$ cat src/rtl/core/mcol_pkg.sv
// Package for the motor current offset / low-pass core.
// Holds widths, fixed-point constants, register indexes and the lane control struct.
// No dependencies.
`timescale 1ns / 1ps

package mcol_pkg;

  localparam int DEF_SAMPLE_BITS = 13;
  localparam int DEF_CAL_DELAY   = 300;

  localparam int ACC_BITS   = 22;
  localparam int W_BITS     = 9;
  localparam int DELAY_BITS = 9;
  localparam int SCALE_BITS = 16;
  localparam int CUR_BITS   = 32;
  localparam int OFF_BITS   = 13;
  localparam int CFG_BITS   = 16;
  localparam int IDX_BITS   = 1;

  localparam logic [W_BITS-1:0] ACC_GAIN     = 9'd300;
  localparam logic [W_BITS-1:0] GAIN_M1      = 9'd299;
  localparam logic [W_BITS-1:0] W_MIN        = 9'd2;
  localparam logic [W_BITS-1:0] W_ONE        = 9'd1;
  localparam logic [W_BITS-1:0] W_ZERO       = 9'd0;
  localparam logic [CFG_BITS-1:0] LI_LOW     = 16'd2;
  localparam logic [CFG_BITS-1:0] LI_HIGH    = 16'd300;
  localparam logic [9:0] W_DIVIDEND          = 10'd600;

  // floor(x/300) = ((x >> 2) * RECIP_75) >> RECIP_SHIFT, exact for x < 2^31
  localparam int RECIP_BITS  = 30;
  localparam int RECIP_SHIFT = 36;
  localparam logic [RECIP_BITS-1:0] RECIP_75 = 30'd916259690;

  localparam logic signed [SCALE_BITS-1:0] SCALE_RESET = 16'sd676;

  localparam logic [IDX_BITS-1:0] REG_LOG_INTERVAL = 1'd0;
  localparam logic [IDX_BITS-1:0] REG_SCALE_Q8     = 1'd1;

  typedef struct packed {
    logic              step_mul;
    logic              step_div;
    logic              step_acc;
    logic              step_cur;
    logic              cal;
    logic [W_BITS-1:0] mul_f;
    logic [W_BITS-1:0] mul_s;
  } lane_ctrl_t;

endpackage

$ cat src/rtl/core/mcol_lane.sv
// One channel lane: accumulator and offset update, current and offset-in-ADC-units.
// Divides by 300 through a reciprocal multiply. Uses mcol_pkg.
`timescale 1ns / 1ps

module mcol_lane
  import mcol_pkg::*;
#(
  parameter int SAMPLE_BITS = DEF_SAMPLE_BITS
)(
  input  logic                          clk,
  input  logic                          rst,
  input  lane_ctrl_t                    ctrl,
  input  logic [SAMPLE_BITS-1:0]        sample,
  input  logic signed [SCALE_BITS-1:0]  scale,
  output logic signed [CUR_BITS-1:0]    current,
  output logic [OFF_BITS-1:0]           offset
);

  localparam int P_BITS  = ACC_BITS + W_BITS;
  localparam int Q_BITS  = SAMPLE_BITS + W_BITS;
  localparam int R_BITS  = P_BITS - 2 + RECIP_BITS;
  localparam int PR_BITS = ACC_BITS + 1 + SCALE_BITS;
  localparam int OQ_BITS = ACC_BITS - 2 + RECIP_BITS;

  logic [ACC_BITS-1:0]        acc;
  logic [ACC_BITS-1:0]        off;
  logic [P_BITS-1:0]          p;
  logic [Q_BITS-1:0]          q;
  logic [R_BITS-1:0]          r;
  logic signed [PR_BITS-1:0]  prod;
  logic [OQ_BITS-1:0]         oq;
  logic [ACC_BITS-1:0]        acc_next;
  logic signed [ACC_BITS:0]   diff;
  logic signed [PR_BITS-1:0]  diff_x;
  logic signed [PR_BITS-1:0]  scale_x;
  logic signed [PR_BITS-1:0]  prod_sh;

  assign acc_next = r[RECIP_SHIFT +: ACC_BITS] + ACC_BITS'(q);
  assign diff     = $signed({1'b0, acc}) - $signed({1'b0, off});
  assign diff_x   = PR_BITS'(diff);
  assign scale_x  = PR_BITS'(scale);
  assign prod_sh  = prod >>> 8;
  assign current  = CUR_BITS'(prod_sh);
  assign offset   = oq[RECIP_SHIFT +: OFF_BITS];

  always_ff @(posedge clk) begin
    if (rst) begin
      acc <= '0;
      off <= '0;
    end else if (ctrl.step_acc) begin
      acc <= acc_next;
      if (ctrl.cal) begin
        off <= acc_next;
      end
    end
  end

  always_ff @(posedge clk) begin
    if (ctrl.step_mul) begin
      p <= P_BITS'(acc) * P_BITS'(ctrl.mul_f);
      q <= Q_BITS'(sample) * Q_BITS'(ctrl.mul_s);
    end
    if (ctrl.step_div) begin
      r <= R_BITS'(p[P_BITS-1:2]) * R_BITS'(RECIP_75);
    end
    if (ctrl.step_cur) begin
      prod <= diff_x * scale_x;
      oq   <= OQ_BITS'(off[ACC_BITS-1:2]) * OQ_BITS'(RECIP_75);
    end
  end

endmodule

$ cat config.mk
export PLATFORM = sky130hd
export DESIGN_NAME = mcol_lane
export DESIGN_NICKNAME = d
export VERILOG_FILES = /design/src/rtl/core/mcol_pkg.sv /design/src/rtl/core/mcol_lane.sv
export SDC_FILE = /design/constraint.sdc
export NUM_CORES = 2
export LEC_CHECK = 0
export BUFFER_PORTS_ARGS = -buffer_cell sky130_fd_sc_hd__buf_4
export CORE_AREA = 2 2 310 312
export CTS_CLUSTER_SIZE = 10
export DETAILED_ROUTE_END_ITERATION = 6
export DIE_AREA = 0 0 312 314
export GPL_TIMING_DRIVEN = 0
export MAX_ROUTING_LAYER = met4
export PLACE_DENSITY_LB_ADDON = 0.15
export SETUP_SLACK_MARGIN = 0.05
export SLEW_MARGIN = 20
export SYNTH_ARGS = -nofsm -noshare
export SYNTH_HDL_FRONTEND = slang
export SYNTH_SLANG_ARGS = --single-unit
$ cat constraint.sdc
create_clock -name clk -period 27.4 [get_ports clk]
set_input_delay 5.48 -clock clk [delete_from_list [all_inputs] [get_ports clk]]
set_output_delay 5.48 -clock clk [all_outputs]
set_load 0.005 [all_outputs]
==> results.env <==
AREA_TAKEN_BY_FLIP_FLOPS_AND_LATCHES_UM2=4400
CRITPATHLAUNCHTYPE='input pin'
FLOORPLAN.INITIALDENSITY_PCT=54.6
REMAINING_GLOBAL_ROUTE_OVERFLOW=0
CTS_HOLD_BUFFERS=0
POST_DETAILED_ROUTE_COUNT_OF_ANTENNA_VIOLATING_NETS=0
CLOCK_INSERTION_DELAY_WORST_SKEW_NS=0.50
CTSROOTBUFFERMASTER='clkbuf_16'
ROWS=113
POST-SYNTH-TOP-AREA-FRACTION_PCT=42.2
TIMING.FINAL.HOLD_VIOLATIONS=0
HOLDPATHSTAGES=2
ANTENNA_VIOLATIONS_BEFORE_REPAIR=5
FINALNETCOUNT=7325
TIMING.CRITICAL_PATH.REQUIRED_NS=27.66
SYNTHDOMINANTAREACELLTYPE='fa_1'
TIMING.SETUP.CRITICAL_PATH_CLASS='in -> reg'
GRTUSAGETOTAL_PCT=27.7
FILL_CELLS=8500
POST-SYNTH-TOP-COUNT-CELL='inv_1'
CTS_RESIZED=0
GP_CONGESTION=0.980
RR_WORST_DEPTH=31
REPORT.FINAL.SLEW_VIOL_COUNT=0
DIE_HEIGHT_UM=314
SYNTH-SEQ-AREA-SHARE_PCT=8.51
GRT_MAX_DEGREE=52
SYNTH.CELL_AREA_UM2=51600
AREA.GROWTH.SYNTH_TO_FINAL_PCT=5.53
DETAIL_ROUTE.FIRST_PASS.ITERATIONS=7
SYNTHTOPCELLSBYAREA='fa_1 (42%), ha_1 (19%), inv_1 (10%)'
DP.FINAL_HPWL_UM=106000
DESIGN.DIE.AREA_UM2=98000
CLK_PATH_BUF_DEPTH=2
SYN_NETS=7218
SYNTH_EDF_COUNT=117
WORSTMARGINPINSLEW_NS=1.18
CLOCK.FMAX_MHz=81.0
CRITPATHCAPTURETYPE='register'
SETUP_VIOLATIONS=0
IO-PIN-COUNT=99
NETLIST_INSTANCES=5280
YS_TYPES=77
NUM_CTS_BUFFERS=17
MAX_SLEW_HEADROOM_PCT=21.0
MAXCAPVIOLCOUNT=0
MULTI_INPUT_COMB_AREA_UM2=41400
CRIT_PATH_MAX_FANOUT=10
GRT_PASS1_VIAS=38300
SETUP_REPAIR_BUFS_AFTER_CTS=0
CTS_TREE='done'
DIE_W_UM=312
DR.FIRST_ITER.DRC_COUNT=2032
SYNTH.YOSYS.WARNINGS=0
FINALCRITPERIODSHARE_PCT=45.1
CTS_MAX_LEVEL=4
FINALCRITICALPERIOD_NS=12.35
DRIVE_GT1_SHARE_PCT=3.07
POST_SYNTH_MOST_FREQUENT_CELLS='inv_1 (1410), fa_1 (1089), ha_1 (795)'
BUFFER_PORTS.INSERTED=88
ROUTED_VIAS=35100
CTS.SINK_COUNT=161
CRITPATHARRIVALTIME_NS=12.61
CLK_PIN_SLEW_WORST_PATHS_NS=0.08
FINALCLOCKSKEW_NS=0.0150
HOLD_PATH.CLASS='reg -> reg'
TOTAL_OF_FLIP_FLOPS_PLUS_LATCHES_AFTER_SYNTHESIS=161
ROUTE.DETAILED.WL_PER_INST_UM=18.5
DETAIL_ROUTE.WIRELENGTH_UM=123000
YS_ASYNC_SR_FRACTION_PCT=0
FIN_SETUP_TNS_NS=0
OUTCOME='finished clean'
DRC=0
VIA_PER_INST=5.26
AVGSYNTHCELLAREA_UM2=9.78
FIRST_PASS_GRT_WIRE_LENGTH_UM=204000
GRT_SETUP_UNREPAIRED='no'
SYNTH_FF_TYPE='edfxtp_1'
FP.COREAREA_UM2=94400
==> critical path: stages <==
cell and delay (ns):
buf_4 0.18, clkbuf_1 0.54, nand2_1 0.17, fa_1 0.55
inv_1 0.06, fa_1 0.53, inv_1 0.05, fa_1 0.48
fa_1 0.55, inv_1 0.05, fa_1 0.52, fa_1 0.45
ha_1 0.35, and3_1 0.21, and4_1 0.21, o211ai_1 0.20
a311oi_1 0.64, o21ai_1 0.26, a21oi_2 0.44, a21boi_1 0.17
o21bai_1 0.24, a21oi_1 0.11, xnor2_1 0.13
==> path summary, 6_finish.rpt <==
kind	start	to	slack, ns
setup / recovery	scale[2]	prod[37]	15.05
hold / removal	off[0]	off[0]	0.49
setup reg to reg	off[3]	prod[37]	16.61
hold reg to reg	off[0]	off[0]	0.49
==> cell families after synthesis <==
kind of cell / Yosys count / synth area share, %
AO/OA/AOI/OAI: 429 / 5.53
XOR/XNOR: 152 / 2.58
adder cells (fa/ha/maj): 1884 / 61.5
buffers and inverters: 1543 / 11.2
flip-flops: 161 / 8.51
multiplexers: 34 / 0.674
AND/OR/NAND/NOR: 1077 / 9.95
==> final cells by class <==
class,count,share of cell area (%)
antenna,5,0.0230
buffer,132,0.928
clock buffer,18,0.788
clock inverter,14,0.278
inverter,1411,9.72
multi-input combinational,3576,76.1
sequential,161,8.07
tap,1265,2.91
timing repair buffer,88,1.21
==> registers in the layout (all words and copies together) (netlist names) <==
register and cells:
q 22, acc 22, off 22, r 22, p 29, oq 13
prod 31
==> per-stage QoR <==
| stage | std cells | setup WS, ns | util, % | hold WS [ns] | instance area [um^2] |
|---|---|---|---|---|---|
| floorplan | 5280 | 16.03 | - | 0.440 | 51600 |
| global placement | 6633 | 14.54 | 57.0 | 0.476 | 53900 |
| detailed placement | 6633 | 14.44 | 57.0 | 0.480 | 53900 |
| CTS | 6665 | 14.97 | 57.6 | 0.490 | 54400 |
| global route | 6669 | 14.70 | 57.7 | 0.532 | 54500 |
| finish | 6670 | 15.05 | 57.7 | 0.490 | 54500 |
==> cell usage in the layout (no fill, tap or decap), types with 59 or more instances in the layout <==
cell type | netlist | routed
a21oi_1 | 140 | 140
ha_1 | 795 | 795
a21o_1 | 66 | 66
nand2_1 | 490 | 490
o21ai_0 | 59 | 59
and2_1 | 257 | 257
edfxtp_1 | 117 | 117
nor2_1 | 144 | 144
fa_1 | 1089 | 1089
buf_4 | 2 | 90
xnor2_1 | 113 | 111
clkbuf_1 | 124 | 125
inv_1 | 1410 | 1410
==> layer usage <==
metal	routed length [um]	part of all wire (%)	GRT usage, %
met4	3050	2.5	6.95
met3	6050	4.9	2.93
met2	61600	50	46.9
met1	52700	43	35.9
met5	0	0	-
Power is left out: the tool's default activity adds up to more than one toggle a clock period on the data nets, which glitch-free logic cannot reach.
