$ cat src/rtl/core/mcol_pkg.sv
// Package for the motor current offset / low-pass core.
// Holds widths, fixed-point constants, register indexes and the lane control struct.
// No dependencies.
`timescale 1ns / 1ps

package mcol_pkg;

  localparam int DEF_SAMPLE_BITS = 13;
  localparam int DEF_CAL_DELAY   = 300;

  localparam int ACC_BITS   = 22;
  localparam int W_BITS     = 9;
  localparam int DELAY_BITS = 9;
  localparam int SCALE_BITS = 16;
  localparam int CUR_BITS   = 32;
  localparam int OFF_BITS   = 13;
  localparam int CFG_BITS   = 16;
  localparam int IDX_BITS   = 1;

  localparam logic [W_BITS-1:0] ACC_GAIN     = 9'd300;
  localparam logic [W_BITS-1:0] GAIN_M1      = 9'd299;
  localparam logic [W_BITS-1:0] W_MIN        = 9'd2;
  localparam logic [W_BITS-1:0] W_ONE        = 9'd1;
  localparam logic [W_BITS-1:0] W_ZERO       = 9'd0;
  localparam logic [CFG_BITS-1:0] LI_LOW     = 16'd2;
  localparam logic [CFG_BITS-1:0] LI_HIGH    = 16'd300;
  localparam logic [9:0] W_DIVIDEND          = 10'd600;

  // floor(x/300) = ((x >> 2) * RECIP_75) >> RECIP_SHIFT, exact for x < 2^31
  localparam int RECIP_BITS  = 30;
  localparam int RECIP_SHIFT = 36;
  localparam logic [RECIP_BITS-1:0] RECIP_75 = 30'd916259690;

  localparam logic signed [SCALE_BITS-1:0] SCALE_RESET = 16'sd676;

  localparam logic [IDX_BITS-1:0] REG_LOG_INTERVAL = 1'd0;
  localparam logic [IDX_BITS-1:0] REG_SCALE_Q8     = 1'd1;

  typedef struct packed {
    logic              step_mul;
    logic              step_div;
    logic              step_acc;
    logic              step_cur;
    logic              cal;
    logic [W_BITS-1:0] mul_f;
    logic [W_BITS-1:0] mul_s;
  } lane_ctrl_t;

endpackage

$ cat src/rtl/core/mcol_wdiv.sv
// Low-pass weight unit: holds log_interval and derives the weight 300, 2 or 600/interval.
// Radix-2 restoring divider, one quotient bit per cycle. Uses mcol_pkg.
`timescale 1ns / 1ps

module mcol_wdiv
  import mcol_pkg::*;
(
  input  logic                clk,
  input  logic                rst,
  input  logic                wr,
  input  logic [CFG_BITS-1:0] value,
  output logic [W_BITS-1:0]   weight,
  output logic                busy
);

  logic [9:0]        dvd;
  logic [W_BITS-1:0] divisor;
  logic [W_BITS-1:0] rem;
  logic [3:0]        count;
  logic [9:0]        rem_sh;
  logic              fits;

  assign rem_sh = {rem, dvd[9]};
  assign fits   = rem_sh >= {1'b0, divisor};

  always_ff @(posedge clk) begin
    if (rst) begin
      weight <= ACC_GAIN;
      busy   <= 1'b0;
      count  <= '0;
    end else if (wr) begin
      if (value <= LI_LOW) begin
        weight <= ACC_GAIN;
        busy   <= 1'b0;
      end else if (value > LI_HIGH) begin
        weight <= W_MIN;
        busy   <= 1'b0;
      end else begin
        busy  <= 1'b1;
        count <= 4'd10;
      end
      divisor <= value[W_BITS-1:0];
      dvd     <= W_DIVIDEND;
      rem     <= '0;
    end else if (busy) begin
      rem   <= fits ? W_BITS'(rem_sh - {1'b0, divisor}) : rem_sh[W_BITS-1:0];
      dvd   <= {dvd[8:0], fits};
      count <= count - 4'd1;
      if (count == 4'd1) begin
        busy   <= 1'b0;
        weight <= {dvd[7:0], fits};
      end
    end
  end

endmodule

$ cat config.mk
export PLATFORM = sky130hd
export DESIGN_NAME = mcol_wdiv
export DESIGN_NICKNAME = d
export VERILOG_FILES = /design/src/rtl/core/mcol_pkg.sv /design/src/rtl/core/mcol_wdiv.sv
export SDC_FILE = /design/constraint.sdc
export NUM_CORES = 1
export LEC_CHECK = 0
export ABC_AREA = 1
export BUFFER_PORTS_ARGS = -buffer_cell sky130_fd_sc_hd__buf_2
export CORE_MARGIN = 2
export CORE_UTILIZATION = 55
export DETAILED_ROUTE_END_ITERATION = 10
export GPL_ROUTABILITY_DRIVEN = 0
export GPL_TIMING_DRIVEN = 0
export HOLD_SLACK_MARGIN = 0.05
export PLACE_DENSITY = 0.76
export SYNTH_ARGS = -nofsm -noshare
export SYNTH_HDL_FRONTEND = slang
export SYNTH_SLANG_ARGS = --single-unit
$ cat constraint.sdc
create_clock -name clk -period 5.25 [get_ports clk]
set_input_delay 1.05 -clock clk [delete_from_list [all_inputs] [get_ports clk]]
set_output_delay 1.05 -clock clk [all_outputs]
set_load 0.1 [all_outputs]
==> results of run 1 <==
-- sequential cells by signal, indices dropped and copies added, names as in the netlist --
| register | count |
|---|---|
| busy | 1 |
| count | 4 |
| divisor | 9 |
| dvd | 10 |
| rem | 9 |
| weight | 9 |
-- through the flow --
stage	instance area [sq um]	power [W]	cells	worst slack [ps]
final	2610	0.000742	357	3050
after global routing	2610	0.000781	357	2990
after CTS	2610	0.000749	357	3030
after detailed placement	2530	0.000546	349	2810
after global placement	2520	0.000543	349	2360
after floorplan	2330	0.000512	273	2730
-- power breakdown --
group | switching (W) | internal, W
sequential | 0.00000741 | 0.000374
combinational | 0.000106 | 0.0000508
clock | 0.000110 | 0.0000935
total | 0.000224 | 0.000518
-- cell usage in the layout, fill, tap and decap left out, types with 5 or more instances in the layout --
master / count
dfxtp_1: 14
nor2_1: 34
clkbuf_8: 5
ha_1: 11
a21oi_1: 21
o21ai_0: 9
nand2_1: 55
inv_1: 33
edfxtp_1: 28
nand3_1: 24
buf_2: 27
xnor2_1: 5
-- per-layer routing --
layer,global-route usage (%),routed length [um],share of wire (%),vias up
met1,25.1,1980,48,824
met5,0,0,0,-
met4,5.01,56,1.4,0
met2,30.6,1880,46,40
met3,4.09,201,4.9,8
li1,-,-,-,956
-- Yosys cell counts, types with 2 or more instances --
| cell | n |
|---|---|
| a21oi_1 | 21 |
| a21oi_2 | 2 |
| buf_4 | 2 |
| dfxtp_1 | 14 |
| edfxtp_1 | 28 |
| ha_1 | 11 |
| inv_1 | 33 |
| inv_2 | 3 |
| nand2_1 | 55 |
| nand2_2 | 4 |
| nand2_4 | 2 |
| nand3_1 | 24 |
| nand3b_1 | 2 |
| nor2_1 | 35 |
| nor2_2 | 2 |
| nor3_1 | 2 |
| o21ai_0 | 9 |
| o21ai_2 | 3 |
| xnor2_1 | 5 |
| xor2_1 | 3 |
-- worst min-delay path by stage --
stage	end	slack (ps)	cells past startpoint
CTS	weight[8]	470	2
global route	weight[5]	490	2
floorplan	dvd[9]	480	1
global placement	weight[5]	440	2
finish	weight[2]	460	2
detailed placement	weight[8]	450	2
-- final cells by class --
| class | count | area share [%] |
|---|---|---|
| Sequential cell | 42 | 42.9 |
| Multi-Input combinational cell | 187 | 39.0 |
| Inverter | 37 | 5.31 |
| Timing Repair Buffer | 26 | 4.98 |
| Clock buffer | 5 | 2.63 |
| Tap cell | 50 | 2.39 |
| Buffer | 7 | 2.06 |
| Clock inverter | 3 | 0.718 |
-- kinds of logic (layout without fill, tap and decap cells) --
group,count (synthesis),after routing
fa+ha+maj,12,12
xor+xnor,8,8
flops,42,42
compound gates,37,37
simple gates,130,130
buf+inv,44,78
==> reports/qor.yml, run 1 <==
status: "complete, no violations"
min_period_over_period_pct: 42.0
drc_errors: 0
vias_per_cell: 5.12
crit_cells: 1
worst-path-buf-inv: 1
endpoint_kind: "output port"
synthMuxAreaShare_pct: 0
slew_headroom_pct: 37.4
layout.nets: 337
register_area_sq_um: 1120
critPathMaxFanout: 6
endpoint: "busy"
maxSlewViolCount: 0
die_y_um: 69.1
report.final.hold_viol_count: 0
cts_sinks: 42
cts_setup_buffers: 0
grt_pass1_wl_um: 7330
synth_seq_area_share_pct: 48.1
ir_drop_v: 0.000153
max_clock_freq_mhz: 454
clk_path_buf_depth: 2
timing.hold.ws_ps: 463
syn_area_per_cell_sq_um: 8.54
cts_root_buffer: "clkbuf_8"
critPathRequiredTime_ps: 4200
dieArea_sq_um: 4770
antenna_found_initial: 0
start_util_pct: 57.9
yosysTopAreaCell: "edfxtp_1"
min_period_ps: 2200
critPathSlowestCell: "buf_2"
crit_arrival_ps: 1150
vias: 1828
worstSetupStartpointType: "flip-flop"
rows: 23
startpoint: "busy"
synth_top_area_share_pct: 36.1
grt_pass1_vias: 1736
synth_warnings: 0
power_density_nw_per_um2: 284
die_x_um: 69.1
routed_wirelength_um: 4130
drv_cap: 0
cts_buffers: 5
synth-edff-count: 28
path_cells: "buf_2"
setup_tns_ps: 0
post-dp-hpwl_um: 3130
mappedNetlistArea_sq_um: 2330
synthSimpleGateAreaFrac_pct: 24.9
ant_nets: 0
setup_violations: 0
tightest_slew_ps: 938
synth_top_family_by_area: "simple AND/OR/NAND/NOR gates"
nFillCells: 354
crit_family: "buffers and inverters"
drt_iter0_drc: 94
synth-async-reset-ratio_pct: 0
crit_path_max_incr_delay_ps: 460
rsz0062_at_grt: "no"
synth_seq_cells: 42
hp-start: "weight[2]"
antenna_cells: 0
reg2reg_slack_ps: 3160
grtUsageTotal_pct: 18.7
reg2reg_depth: 10
drtPass1Iterations: 4
ctsResizeCount: 0
timing.rr.start: "dvd[9]"
multi_input_area_sq_um: 1020
synth_area_leaders: "edfxtp_1 36%, dfxtp_1 12%, nand2_1 8.9%"
placement.io_buffers: 26
syn_inst: 273
r2r-end: "rem[1]"
crit_type: "reg -> out"
synthXorXnorAreaFrac_pct: 3.01
synth_nets: 304
grt-ovfl-total: 0
leakage_nw: 1.21
synthAdderAreaFrac_pct: 6.76
wire_per_inst_um: 11.6
drive_above_1_share_pct: 19.2
ios: 29
area_growth_syn_to_layout_pct: 12.1
h-tree-depth: 2
grt_max_degree: 20
cts_tree: "yes"
worstSkewPairLatency_ps: 290
synth.distinct_cells: 33
core_area_sq_um: 4030
fin_util_pct: 64.9
ys.flop_type: "edfxtp_1"
hp-class: "reg -> reg"
skew_ps: 11.0
cts-hold-fix-buffers: 0
synth_compound_area_share_pct: 8.96
clkTransAtPathRegs_ps: 80
Note: power is estimated with default switching activity, not from simulation.
==> run 2, diff against run 1 <==
CORE_UTILIZATION = 52   (was 55)
clock period = 1.9 ns   (was 5.25 ns; I/O delays follow)
==> reports/qor.yml, run 2 (synthesis results as in run 1) <==
leakage_nw: 1.30  # +7.0%
drt_iter0_drc: 114  # +21%
die_x_um: 71.0  # +2.7%
grtUsageTotal_pct: 20.4  # +1.7 points
failed_checks: "negative setup slack"
grt_max_degree: 20  # unchanged
drtPass1Iterations: 4  # unchanged
multi_input_area_sq_um: 1100  # +7.7%
register_area_sq_um: 1120  # +0.11%
grt_pass1_vias: 1846  # +6.3%
clk_path_buf_depth: 2  # unchanged
tightest_slew_ps: 987  # +48.3 ps
ant_nets: 0  # unchanged
layout.nets: 347  # +3.0%
skew_ps: 13.1  # +2.17 ps
worstSetupStartpointType: "flip-flop"
antenna_cells: 0  # unchanged
endpoint_kind: "flip-flop"
rows: 24  # +4.3%
critPathMaxFanout: 3  # -3
status: "complete, but fails checks"
slew_headroom_pct: 34.2  # -3.2 points
fin_ws_ps: -105  # -3150 ps
maxSlewViolCount: 0  # unchanged
core_area_sq_um: 4320  # +7.3%
grt-ovfl-total: 0  # unchanged
cts_tree: "yes"
rsz0062_at_grt: "yes"
fin_util_pct: 66.1  # +1.3 points
clkTransAtPathRegs_ps: 90  # about the same
routed_wirelength_um: 4730  # +15%
hp-start: "value[3]"
nFillCells: 380  # +7.3%
die_y_um: 71.0  # +2.7%
regMostFlops: "dvd"
area_growth_syn_to_layout_pct: 22.7
max_clock_freq_mhz: 499
drive_above_1_share_pct: 26.2  # +7.0 points
ios: 29  # unchanged
cts_root_buffer: "clkbuf_8"
fin_area_sq_um: 2860  # +9.4%
hp-class: "in -> reg"
wire_per_inst_um: 12.8  # +11%
post-dp-hpwl_um: 3160  # +0.82%
critPathRequiredTime_ps: 2050  # -2150 ps
crit_arrival_ps: 2150  # +1000 ps
final_common_cell: "nand2_1"
timing.rr.start: "dvd[9]"
grt_pass1_wl_um: 8140  # +11%
dieArea_sq_um: 5030  # +5.4%
min_period_over_period_pct: 106
largest_reg_flops: 10  # unchanged
layout_common_cells: "55 x nand2_1, 33 x inv_1, 33 x nor2_1, 28 x edfxtp_1, 27 x buf_2"
min_period_ps: 2000
place_area_sq_um: 2530  # +0.15%
setup_violations: 9  # +9
start_util_pct: 53.9  # -4.0 points
vias_per_cell: 5.21  # +1.7%
h-tree-depth: 2  # unchanged
antenna_found_initial: 0  # unchanged
drc_errors: 0  # unchanged
cts_sinks: 42  # unchanged
ir_drop_v: 0.000682  # +350%
placement.io_buffers: 26  # unchanged
crit_type: "reg -> reg"
startpoint: "dvd[9]"
vias: 1921  # +5.1%
drv_cap: 0  # unchanged
worstSkewPairLatency_ps: 300  # about the same
power_density_nw_per_um2: 841  # +200%
cts_buffers: 5  # unchanged
timing.hold.ws_ps: 289  # -174 ps
report.final.hold_viol_count: 0  # unchanged
-- run 2: cell types whose count changed in the layout (fill, tap and decap cells not counted), sizes merged --
| cell | previous run | this run |
|---|---|---|
| buf | 32 | 41 |
| inv | 37 | 36 |
| clkbuf | 6 | 7 |
| bufbuf | 0 | 1 |
| clkinv | 3 | 2 |
| bufinv | 0 | 1 |
-- run 2: final timing paths --
kind,endpoint,slack [ps],depth (start not counted)
max reg2reg,rem[4],-100,12
min,divisor[3],290,1
max,rem[4],-100,12
min reg2reg,weight[8],460,2
-- run 2: stage by stage --
stage | setup WS (ps) | instances | TNS [ps] | total power [W]
global route | -219 | 369 | -1590 | 0.00249
floorplan | 8.93 | 273 | 0 | 0.00142
finish | -105 | 369 | -574 | 0.00241
CTS | -63.1 | 369 | -334 | 0.00237
detailed placement | -170 | 351 | -1230 | 0.00151
global placement | -165 | 351 | -1140 | 0.00150
-- run 2: worst max-delay path, stage by stage (launching register included) --
cell and delay (ps):
edfxtp_1 350, inv_1 50, ha_2 190, fa_2 360, o21ai_2 190, nand2_2 60, nand2_2 70, nand2_2 70
nand2_4 80, buf_4 110, buf_4 90, o21ai_0 70, a21oi_1 150
-- run 2: report_power, final --
group          switching [W]  internal (W)
registers          0.0000230       0.00103
clock network       0.000331      0.000474
logic               0.000330      0.000214
-- run 2: area by class of cell --
class                   instances  area share (%)
inverters                      37            4.94
multi-input cells             187            38.4
well taps                      52            2.27
repair buffers                 36            8.62
flip-flops and latches         42            39.2
clock inverters                 2            1.36
clock buffers                   6            3.28
plain buffers                   7            1.88
-- run 2: metal layers --
metal	global-route usage [%]	vias up	wire length, um
li1	-	980	-
met1	27.5	885	2230
met2	32.3	51	2210
met3	4.42	5	222
met4	8.18	0	57
met5	0	-	0
-- run 2: timing repair --
action,CTS,global route
buffers inserted,9,0
pin swaps,3,6
endpoints found under the setup margin,9,10
cloned,1,0
hold buffers,0,0
resized for setup,10,7
